[config.mk]
export PLATFORM = sky130hd
export DESIGN_NAME = spt_ctrl
export DESIGN_NICKNAME = d
export VERILOG_FILES = /design/src/rtl/spt_pkg.sv /design/src/rtl/spt_ctrl.sv
export SDC_FILE = /design/constraint.sdc
export NUM_CORES = 1
export LEC_CHECK = 0
export BUFFER_PORTS_ARGS = -buffer_cell sky130_fd_sc_hd__buf_2
export CAP_MARGIN = 10
export CORE_AREA = 2 2 39 41
export DETAILED_ROUTE_END_ITERATION = 10
export DIE_AREA = 0 0 41 43
export PLACE_DENSITY_LB_ADDON = 0.15
export SYNTH_ARGS = -nofsm -noshare
export SYNTH_HDL_FRONTEND = slang
export SYNTH_SLANG_ARGS = --single-unit
[constraint.sdc]
create_clock -name clk_i -period 3.4 [get_ports clk_i]
set_clock_uncertainty 0.05 [all_clocks]
set_input_delay 0.51 -clock clk_i [delete_from_list [all_inputs] [get_ports clk_i]]
set_output_delay 0.51 -clock clk_i [all_outputs]
set_load 0.01 [all_outputs]
[src/rtl/spt_pkg.sv]
package spt_pkg;

  // parameter defaults
  localparam int unsigned TABLE_DEPTH_DEF = 256;
  localparam int unsigned ID_WIDTH_DEF    = 16;
  localparam int unsigned MAX_FOUND_DEF   = 64;

  // fixed field widths on the ports
  localparam int unsigned ID_W    = 16;
  localparam int unsigned LIMIT_W = 7;
  localparam int unsigned INDEX_W = 7;

  typedef enum logic {
    CMD_DECLARE = 1'b0,
    CMD_FIND    = 1'b1
  } cmd_e;

  typedef enum logic [1:0] {
    KIND_DECLARE = 2'd0,
    KIND_PARTNER = 2'd1,
    KIND_EMPTY   = 2'd2
  } kind_e;

  typedef enum logic [1:0] {
    DECL_ADDED   = 2'd0,
    DECL_PRESENT = 2'd1,
    DECL_FULL    = 2'd2
  } decl_status_e;

  typedef enum logic [2:0] {
    S_IDLE,
    S_SCAN,
    S_DECL_DUP,
    S_DECL_END,
    S_FIND_END
  } ctrl_state_e;

  // controller -> datapath
  typedef struct packed {
    logic         load;
    logic         step;
    logic         take_hit;
    logic         emit_decl;
    decl_status_e decl_status;
    logic         write_entry;
    logic         emit_final;
  } spt_cmd_t;

  // datapath -> controller
  typedef struct packed {
    logic is_find;
    logic cmp_valid;
    logic hit;
    logic scan_done;
    logic limit_hit;
    logic out_free;
    logic full;
    logic pend_valid;
  } spt_sts_t;

endpackage

[src/rtl/spt_ctrl.sv]
module spt_ctrl (
  input  logic              clk_i,
  input  logic              rst_ni,
  input  logic              in_valid_i,
  output logic              in_ready_o,
  input  spt_pkg::spt_sts_t sts_i,
  output spt_pkg::spt_cmd_t cmd_o
);
  import spt_pkg::*;

  ctrl_state_e state_q, state_d;

  always_ff @(posedge clk_i or negedge rst_ni) begin
    if (!rst_ni) begin
      state_q <= S_IDLE;
    end else begin
      state_q <= state_d;
    end
  end

  // next state
  always_comb begin
    state_d = state_q;
    unique case (state_q)
      S_IDLE: begin
        if (in_valid_i) state_d = S_SCAN;
      end
      S_SCAN: begin
        if (sts_i.is_find) begin
          if (sts_i.limit_hit) begin
            state_d = S_FIND_END;
          end else if (!(sts_i.cmp_valid && sts_i.hit) && sts_i.scan_done) begin
            state_d = S_FIND_END;
          end
        end else begin
          if (sts_i.cmp_valid && sts_i.hit) begin
            state_d = S_DECL_DUP;
          end else if (sts_i.scan_done) begin
            state_d = S_DECL_END;
          end
        end
      end
      S_DECL_DUP, S_DECL_END, S_FIND_END: begin
        if (sts_i.out_free) state_d = S_IDLE;
      end
      default: state_d = S_IDLE;
    endcase
  end

  // outputs
  always_comb begin
    cmd_o = '0;
    cmd_o.decl_status = DECL_ADDED;
    in_ready_o = 1'b0;
    unique case (state_q)
      S_IDLE: begin
        in_ready_o = 1'b1;
        cmd_o.load = in_valid_i;
      end
      S_SCAN: begin
        if (sts_i.is_find) begin
          if (!sts_i.limit_hit) begin
            if (sts_i.cmp_valid && sts_i.hit) begin
              // a new match pushes the held one out; wait if the output is busy
              if (!sts_i.pend_valid || sts_i.out_free) begin
                cmd_o.take_hit = 1'b1;
                cmd_o.step     = 1'b1;
              end
            end else if (!sts_i.scan_done) begin
              cmd_o.step = 1'b1;
            end
          end
        end else begin
          if (!(sts_i.cmp_valid && sts_i.hit) && !sts_i.scan_done) begin
            cmd_o.step = 1'b1;
          end
        end
      end
      S_DECL_DUP: begin
        cmd_o.emit_decl   = sts_i.out_free;
        cmd_o.decl_status = DECL_PRESENT;
      end
      S_DECL_END: begin
        cmd_o.emit_decl   = sts_i.out_free;
        cmd_o.decl_status = sts_i.full ? DECL_FULL : DECL_ADDED;
        cmd_o.write_entry = sts_i.out_free && !sts_i.full;
      end
      S_FIND_END: begin
        cmd_o.emit_final = sts_i.out_free;
      end
      default: ;
    endcase
  end

endmodule

==> Word level (Yosys, flattened, before mapping) <==
Cells that the tools add are included.
{ "classes": {"n_eq_ne": 8, "mux": 23, "reduce_logical": 12} }
{ "ops": {"columns": ["op", "n"], "rows": [
  ["two-way mux 3 bit", 7],
  ["two-way mux 1 bit", 10],
  ["case mux 3 bit (3 select lines)", 1],
  ["two-way mux 2 bit", 4],
  ["!= test 4 bit, second input constant", 2],
  ["equality test 3 x 2 -> 1 bit, second input constant", 2],
  ["case mux 3 bit (2 select lines)", 1],
  ["logical AND 1 bit", 4],
  ["zero test 1 bit", 4],
  ["!= test 2 bit, second input constant", 2],
  ["AND reduction 4 bit", 1],
  ["equality test 3 x 1 -> 1 bit, second input constant", 1],
  ["equality test 3 bit, second input constant", 1],
  ["zero test 3 bit", 1],
  ["OR reduction 3 bit", 1],
  ["logical OR 1 bit", 1]
]} }
{ "word_totals": {"regBits": 3, "inputBits": 11, "output_inout_bits": 9, "word_cells": 44} }

==> Longest topological paths before layout <==
Gate-level depths: netlist of run 1.
{ "depth": {"ltp_word": 7, "depth_mapped": 5, "ltp_nobuf": 4} }

==> Worst setup path after synthesis of run 1 <==
No wires, ideal clock.
{ "synth_timing": {"kind": "in2out", "from": "input sts_i[7] (netlist bit)", "to": "output cmd_o[6] (netlist bit)", "t_arrival_ps": 1283, "required_time_ps": 2840, "setup_slack_ps": 1557, "cell_stages": 3, "path_buffers": 0, "path_cell_list": "or2b_2 a221oi_2 o31a_1"} }
{ "synth_rtl": {"columns": ["element", "line_no", "text"], "rows": [
  ["from (decl)", "spt_ctrl.sv:6", "input spt_pkg::spt_sts_t sts_i,"],
  ["to (decl)", "spt_ctrl.sv:7", "output spt_pkg::spt_cmd_t cmd_o"]
]} }

==> results of run 1 <==
==> how the worst max path moves through the flow <==
stage                                 from        to  slack, ps  cells after the start
floorplan                         sts_i[7]  cmd_o[6]       1560                      3
global placement                  sts_i[7]  cmd_o[6]       1320                      5
detailed placement                sts_i[7]  cmd_o[6]       1310                      5
CTS                 state_q[0]$_DFFE_PN0P_  cmd_o[6]       1120                      4
global route        state_q[0]$_DFFE_PN0P_  cmd_o[6]       1030                      4
finish              state_q[0]$_DFFE_PN0P_  cmd_o[6]       1140                      4
==> power by group through the flow <==
stage,combinational (mW),clock [mW],sequential [mW]
CTS,0.137,0.0630,0.0817
detailed placement,0.136,0,0.0821
global route,0.156,0.0660,0.0870
floorplan,0.113,0,0.0648
global placement,0.140,0,0.0837
finish,0.134,0.0601,0.0815
==> placed cells by master, fill, tap and decap left out <==
cell type,instances
o32ai_1,1
and3b_1,1
a2111oi_0,2
and2_1,1
a21o_2,1
nand2_1,5
nand2b_1,1
a221oi_2,1
or3b_1,1
buf_2,19
o31a_1,1
clkbuf_4,3
and2b_1,1
nor3_1,2
or3_1,1
nor2_1,5
inv_1,2
o21ai_0,4
clkbuf_1,1
dfrtp_1,3
nand3_1,1
a21oi_1,1
or2b_2,1
==> worst max-delay path, cell delays in order, from the launching register on <==
cell      delay [ps]
dfrtp_1          480
or3b_1           420
a221oi_2         260
o31a_1           180
buf_2            120
==> cells by family after synthesis <==
group	count (synthesis)
and+or+nand+nor	20
AOI/OAI and AO/OA	11
DFF	3
buffers and inverters	3
==> layout make-up <==
class / instances / area (sq um)
inverters: 2 / 7.51
flip-flops and latches: 3 / 75.1
multi-input cells: 31 / 189
fillers: 167 / 971
repair buffers: 19 / 95.1
clock buffers: 4 / 26.3
well taps: 16 / 20.0
==> through the flow <==
stage	hold WS [ps]	setup slack, ps
global route	16.8	1030
global placement	258	1320
detailed placement	259	1310
finish	19.9	1140
floorplan	164	1560
CTS	15.4	1120
==> metal layers <==
metal  wire [microns]  part of all wire  track usage  vias to the layer above
li1                 -                 -            -                      180
met1              333              0.47        0.138                      147
met2              339              0.48        0.150                       10
met3               40             0.056       0.0157                        0
met4                0                 0       0.0600                        0
met5                0                 0            0                        -
==> results.yml, run 1 <==
detailed_routing:
  routed_via_density: 4.49
  antenna_left: 0
  route.detailed.drc: 0
  wl_per_cell_microns: 9.49
  wl_microns: 712
  dr.pass1.iters: 2
  dr_total_vias: 337
  drtIter0Drc: 2
clocking:
  cts_buffers: 3
  path_clk_slew_ps: 40
  htreeDepth: 1
  cts_resized: 0
  cts_tree: "built"
  clk_latency_ps: 230
  cts_hold_buf: 0
  post-cts-setup-buffers: 0
  clock_sinks: 3
  cts-root-buf: "clkbuf_4"
  clock_path_buffers: 2
pwr:
  leakage_nw: 0.221
  power_density_nw_per_um2: 668
  p_sw_uw: 118
  power.total_uw: 276
  clkPwrFrac: 0.218
  intPower_uw: 158
  switching_share: 0.426
  ir_drop_v: 0.000244
  combPwrFrac: 0.487
  pwr-share-seq: 0.295
floorplanning:
  start_util: 0.204
  num_io_pins: 20
  core_area_sq_um: 1380
  die_h_microns: 43
  chipWidth_microns: 41
  die_area_sq_um: 1760
  rows: 14
timing:
  finalHoldViolCount: 0
  finalCritPeriodShare: 0.664
  max_freq_ghz: 0.443
  finalSetupViolations: 0
  relSlewSlack: 0.679
  period_minus_slack_ps: 2260
  final-max-slew-violation-count: 0
  tightestPinTransition_ps: 470
  final.setup.tns_ps: 0
  rsz0062_at_grt: "no"
logic_synthesis:
  synth.mux.area_fraction: 0
  ys_top_cells_by_count: "5 x nand2_1, 5 x nor2_1, 4 x o21ai_0, 3 x dfrtp_1"
  ys_types: 21
  synth_top_family_by_area: "simple AND/OR/NAND/NOR gates"
  synth_compound_area_frac: 0.296
  synth_area_per_cell_sq_um: 7.64
  yosysWarnings: 0
  synthSimpleGateAreaFrac: 0.372
  yosysTopAreaCell: "dfrtp_1"
  synth.ff_latch_count: 3
  synth_xor_area_frac: 0
  ys_seq_area_frac: 0.265
  synth_edf_count: 0
  syn_inst: 37
  synth_fp_nets: 48
  syn_area_sq_um: 283
  synthArstFlopShare: 1.00
  synth.area.top_cells: "dfrtp_1 27%, o21ai_0 7.1%, nand2_1 6.6%"
  netlist.area_leader.share: 0.265
  synth_flop_cell: "dfrtp_1"
  synthAdderAreaFrac: 0
place:
  placed_cell_area_sq_um: 387
  portBuffers: 19
  dp_cells: 71
  dpl.hpwl_microns: 585
  gp_congestion: 0.646
global_route:
  grt_pass1_wl_mm: 1.28
  grt_pass1_vias: 329
  grt_use_total: 0.103
  grt-ovfl-total: 0
  grt_max_degree: 11
  antenna_found_initial: 0
setup_path:
  worst-setup-path-type: "reg2out"
  startpoint_type: "flip-flop"
  cp-end-kind: "output port"
  r2r-end: "state_q[2]$_DFFE_PN0P_"
  rrSetupSlack_ps: 1810
  critPathArrivalTime_ps: 1700
  r2r_start: "state_q[0]$_DFFE_PN0P_"
  cp_max_fo: 10
  cp.required_ps: 2840
  reg2reg_depth: 4
cells_and_area:
  reg.largest.list: "state_q (3)"
  largest_register_ffs: 3
  final_util: 0.298
  drive_gt1_frac: 0.424
  regMostFlops: "state_q"
  syn_to_final_growth_pct: 46.0
  finalNonFillerCells: 75
  final_area_sq_um: 413
  antenna_cells: 0
  fin_nets: 71
flow_run:
  cap_violations: 0
status:
  status: "finished clean"
min_path:
  hold_class: "in2async"
Note: power is estimated with default switching activity, not from simulation.
==> run 2: changes to the inputs <==
ABC_AREA = 1   (was not set)
clock period = 2.02 ns   (was 3.4 ns; I/O delays follow)
==> results.yml, run 2 <==
status:
  status: "finished clean"
detailed_routing:
  routed_via_density: 4.13
  dr_total_vias: 384
  wl_per_cell_microns: 8.33
  route.detailed.drc: 0
  dr.pass1.iters: 4
  drtIter0Drc: 15
  antenna_left: 0
  wl_microns: 775
timing:
  relSlewSlack: 0.863
  rsz0062_at_grt: "no"
  tightestPinTransition_ps: 205
  final-max-slew-violation-count: 0
  finalHoldViolCount: 0
  finalSetupViolations: 0
  final.setup.tns_ps: 0
  finalCritPeriodShare: 0.830
  period_minus_slack_ps: 1680
  max_freq_ghz: 0.596
cells_and_area:
  regMostFlops: "state_q"
  largest_register_ffs: 3
  final_common_cell: "buf_2"
  fillers: 167
  final_util: 0.342
  syn_to_final_growth_pct: 47.1
  final_cell_mix: "19 x buf_2, 18 x nand2_1, 10 x nor2_1"
  reg.largest.list: "state_q (3)"
  antenna_cells: 0
  fin_nets: 89
  drive_gt1_frac: 0.416
pwr:
  ir_drop_v: 0.000398
  power_density_nw_per_um2: 1300
  leakage_nw: 0.297
logic_synthesis:
  ys_top_cells_by_count: "18 x nand2_1, 10 x nor2_1, 5 x inv_1, 3 x dfrtp_1, 3 x nand4_1"
  synth_area_per_cell_sq_um: 6.07
  synth_fp_nets: 64
  synth.area.top_cells: "dfrtp_1 23%, nand2_1 21%, nor2_1 12%"
  ys_seq_area_frac: 0.233
  synthArstFlopShare: 1.00
  synth_edf_count: 0
  syn_inst: 53
  yosysMostFrequentCell: "nand2_1"
  syn_area_sq_um: 322
  synth_flop_cell: "dfrtp_1"
  yosysWarnings: 0
  synth.ff_latch_count: 3
  yosysTopAreaCell: "dfrtp_1"
  netlist.area_leader.share: 0.233
  ys_types: 14
global_route:
  antenna_found_initial: 0
  grt_pass1_vias: 352
  grt-ovfl-total: 0
  grt_use_total: 0.108
  grt_pass1_wl_mm: 1.37
  grt_max_degree: 8
clocking:
  path_clk_slew_ps: 40
  post-cts-setup-buffers: 0
  clock_path_buffers: 2
  cts_tree: "built"
  cts-root-buf: "clkbuf_4"
  cts_buffers: 3
  clk_latency_ps: 230
  clock_sinks: 3
  htreeDepth: 1
floorplanning:
  core_area_sq_um: 1380
  num_io_pins: 20
  rows: 14
  die_area_sq_um: 1760
  start_util: 0.232
  die_h_microns: 43
  chipWidth_microns: 41
setup_path:
  critPathArrivalTime_ps: 1320
  startpoint_type: "flip-flop"
  cp-end-kind: "output port"
  rrSetupSlack_ps: 830
  path_cells: "inv_1 > nand2_1 > nor2_2 > nand3_2 > a31oi_1 > buf_2"
  cp.required_ps: 1670
  r2r-end: "state_q[2]$_DFFE_PN0P_"
  cpMaxStageDelayCell: "dfrtp_1"
  r2r_start: "state_q[0]$_DFFE_PN0P_"
  critPathMaxStageDelay_ps: 420
  reg2reg_depth: 6
  worst-setup-path-type: "reg2out"
  cp_max_fo: 5
place:
  portBuffers: 19
  dpl.hpwl_microns: 630
  gp_congestion: 0.737
min_path:
  hold_class: "in2async"
flow_run:
  cap_violations: 0
## run 2: changes by cell type after synthesis, sizes merged, moves of 2 or more
| cell | delta |
|---|---|
| a2111oi | -2 |
| inv | +5 |
| nand2 | +17 |
| nand3 | +3 |
| nand4 | +3 |
| nor2 | +6 |
| nor3 | -2 |
| o21ai | -4 |
## run 2: power by group
group	internal (mW)	total [mW]	switching (mW)
sequential	0.0905	0.135	0.0446
clock	0.0738	0.102	0.0278
combinational	0.145	0.378	0.233
## run 2: worst max-delay path, delay by kind of cell (launching register included)
family | cells | cell delay, ps
AND/OR/NAND/NOR | 3 | 310
AO/OA/AOI/OAI | 1 | 150
flip-flops | 1 | 420
buffers and inverters | 2 | 210
## run 2: area by class of cell
cell class | count | area, sq um | share of cell area
clock buffers | 4 | 26.3 | 0.0556
inverters | 8 | 30.0 | 0.0635
multi-input cells | 42 | 216 | 0.458
flip-flops and latches | 3 | 75.1 | 0.159
well taps | 16 | 20.0 | 0.0423
repair buffers | 20 | 105 | 0.222
## run 2: metal layers
metal	routed length, microns	GRT usage	vias up
li1	-	-	214
met1	372	0.143	161
met2	361	0.169	9
met3	40	0.0157	0
met4	0	0.0400	0
met5	0	0	-
## run 2: worst max path at each step
stage / startpoint / to / slack (ps)
6_report: state_q[1]$_DFFE_PN0P_ / cmd_o[6] / 340
5_1_grt: state_q[0]$_DFFE_PN0P_ / cmd_o[6] / 240
4_1_cts: state_q[1]$_DFFE_PN0P_ / cmd_o[6] / 330
3_5_place_dp: state_q[1]$_DFFE_PN0P_ / cmd_o[6] / 570
3_3_place_gp: state_q[1]$_DFFE_PN0P_ / cmd_o[6] / 590
2_1_floorplan: state_q[1]$_DFFE_PN0P_ / cmd_o[6] / 680
## run 2: kinds of logic after synthesis
group / count (synthesis) / synth area share
AOI/OAI and AO/OA: 1 / 0.0195
buffers and inverters: 8 / 0.0934
DFF: 3 / 0.233
and+or+nand+nor: 41 / 0.654
## run 2: what timing repair did
action                                 in CTS  in global routing
resized for setup                           0                  0
endpoints found under the hold margin       3                  0
hold buffers                                1                  0
## run 2: per-stage QoR
stage	setup slack [ps]	cells	area, sq um	total power [mW]	hold slack [ps]
finish	343	93	473	0.614	347
global route	243	93	473	0.684	361
CTS	330	93	473	0.620	348
detailed placement	572	88	437	0.514	51.1
global placement	586	88	437	0.519	52.3
floorplan	685	53	322	0.409	-42.6
==> run 3: changes to the inputs <==
clock period = 1.45 ns   (was 2.02 ns; I/O delays follow)
==> results.yml, run 3 (synthesized netlist as in run 2, its figures left out) <==
clocking:
  htreeDepth: 1
  clock_path_buffers: 2
  cts_buffers: 3
  cts_tree: "built"
  clock_sinks: 3
  path_clk_slew_ps: 30
  clk_latency_ps: 230
  cts-root-buf: "clkbuf_4"
pwr:
  switching_share: 0.461
  p_sw_uw: 478
  combPwrFrac: 0.701
  clkPwrFrac: 0.137
  ir_drop_v: 0.000687
  pwr-share-seq: 0.162
  intPower_uw: 558
  power_density_nw_per_um2: 1920
  leakage_nw: 0.327
cells_and_area:
  fin_nets: 95
  drive_gt1_frac: 0.542
  syn_to_final_growth_pct: 67.7
  fillers: 168
  antenna_cells: 0
  regMostFlops: "state_q"
  final_common_cell: "buf_2"
  final_area_sq_um: 539
  largest_register_ffs: 3
  final_cell_mix: "19 x buf_2, 17 x nand2_1, 7 x nor2_1"
  reg.largest.list: "state_q (3)"
global_route:
  antenna_found_initial: 0
  grt_use_total: 0.113
  grt_max_degree: 7
  grt_pass1_wl_mm: 1.37
  grt_pass1_vias: 351
  grt-ovfl-total: 0
detailed_routing:
  drtIter0Drc: 4
  wl_per_cell_microns: 8.28
  antenna_left: 0
  dr.pass1.iters: 4
  route.detailed.drc: 0
  routed_via_density: 4.33
  wl_microns: 820
  dr_total_vias: 429
setup_path:
  cpMaxStageDelayCell: "dfrtp_1"
  cp-end-kind: "output port"
  critPathMaxStageDelay_ps: 360
  r2r_start: "state_q[1]$_DFFE_PN0P_"
  startpoint_type: "flip-flop"
  reg2reg_depth: 7
  r2r-end: "state_q[0]$_DFFE_PN0P_"
  worst-setup-path-type: "reg2out"
  path_cells: "buf_4 > nor2_2 > nand2_2 > nor2_1 > buf_2"
  cp_max_fo: 4
  critPathArrivalTime_ps: 1180
  cp.required_ps: 1180
  rrSetupSlack_ps: 240
timing:
  holdWs_ps: 260
  tightestPinTransition_ps: 174
  relSlewSlack: 0.884
  period_minus_slack_ps: 1440
  final-max-slew-violation-count: 0
  finalSetupViolations: 0
  worst_slack_ps: 5.72
  finalHoldViolCount: 0
  finalCritPeriodShare: 0.996
  max_freq_ghz: 0.692
  rsz0062_at_grt: "yes"
floorplanning:
  start_util: 0.232
  chipWidth_microns: 41
  die_h_microns: 43
  num_io_pins: 20
  die_area_sq_um: 1760
  core_area_sq_um: 1380
  rows: 14
place:
  placed_cell_area_sq_um: 444
  gp_congestion: 0.760
  dpl.hpwl_microns: 664
  portBuffers: 19
  pre_cts_ws_ps: 106
min_path:
  hold_class: "in2async"
flow_run:
  cap_violations: 0
status:
  status: "finished clean"
==> run 3: cell count changes in the layout (fill, tap and decap cells not counted) <==
cell,change
buf_4,+5
nand2_4,+1
dfrtp_1,-2
dfrtp_2,+2
nor2_1,-3
nor2_2,+3
inv_2,+1
nand2_1,-1
buf_6,+1
inv_1,-1
==> run 3: how the worst max path moves through the flow <==
stage,from,end,slack (ps),cells after the start
finish,state_q[1]$_DFFE_PN0P_,cmd_o[7],6,5
global route,state_q[1]$_DFFE_PN0P_,cmd_o[7],-80,5
CTS,state_q[1]$_DFFE_PN0P_,cmd_o[7],-10,5
detailed placement,state_q[0]$_DFFE_PN0P_,cmd_o[6],110,5
global placement,state_q[0]$_DFFE_PN0P_,cmd_o[6],140,5
floorplan,state_q[1]$_DFFE_PN0P_,cmd_o[6],200,5
==> run 3: power by group through the flow <==
stage                     Combinational, mW  Sequential (mW)  Clock [mW]
final                                 0.726            0.168       0.142
after global routing                  0.821            0.174       0.155
after CTS                             0.670            0.165       0.147
after detailed placement              0.561            0.176           0
after global placement                0.566            0.176           0
after floorplan                       0.397            0.173           0
==> run 3: per-layer routing <==
| metal | vias to the layer above | global-route usage | routed length (microns) |
|---|---|---|---|
| met5 | - | 0 | 0 |
| met4 | 0 | 0.0600 | 0 |
| met3 | 0 | 0.0314 | 50 |
| met2 | 13 | 0.175 | 444 |
| met1 | 190 | 0.133 | 324 |
| li1 | 226 | - | - |
==> run 3: layout make-up <==
cell class,instances,area [sq um],share of cell area
inverter,8,30.0,0.0557
tap,16,20.0,0.0371
multi-input combinational,42,231,0.429
clock buffer,4,26.3,0.0487
timing repair buffer,26,154,0.285
sequential,3,77.6,0.144
==> run 3: worst max-delay path, delay by kind of cell, from the launching register on <==
family,cells,cell delay [ps]
AND/OR/NAND/NOR,3,300
buffers and inverters,2,280
flip-flops,1,360
==> run 3: what timing repair did <==
action,CTS,global route
setup buffers,4,1
pin swaps,2,1
resized for setup,3,6
gates cloned,0,0
hold buffers,1,0
hold endpoints to repair,3,0
setup endpoints to repair,6,6
==> run 3: through the flow <==
step | power (mW) | TNS [ps] | cells | util
after detailed placement | 0.737 | 0 | 89 | 0.321
after CTS | 0.981 | -18.8 | 98 | 0.372
after floorplan | 0.570 | 0 | 53 | -
final | 1.04 | 0 | 99 | 0.390
after global placement | 0.742 | 0 | 89 | 0.321
after global routing | 1.15 | -421 | 99 | 0.390
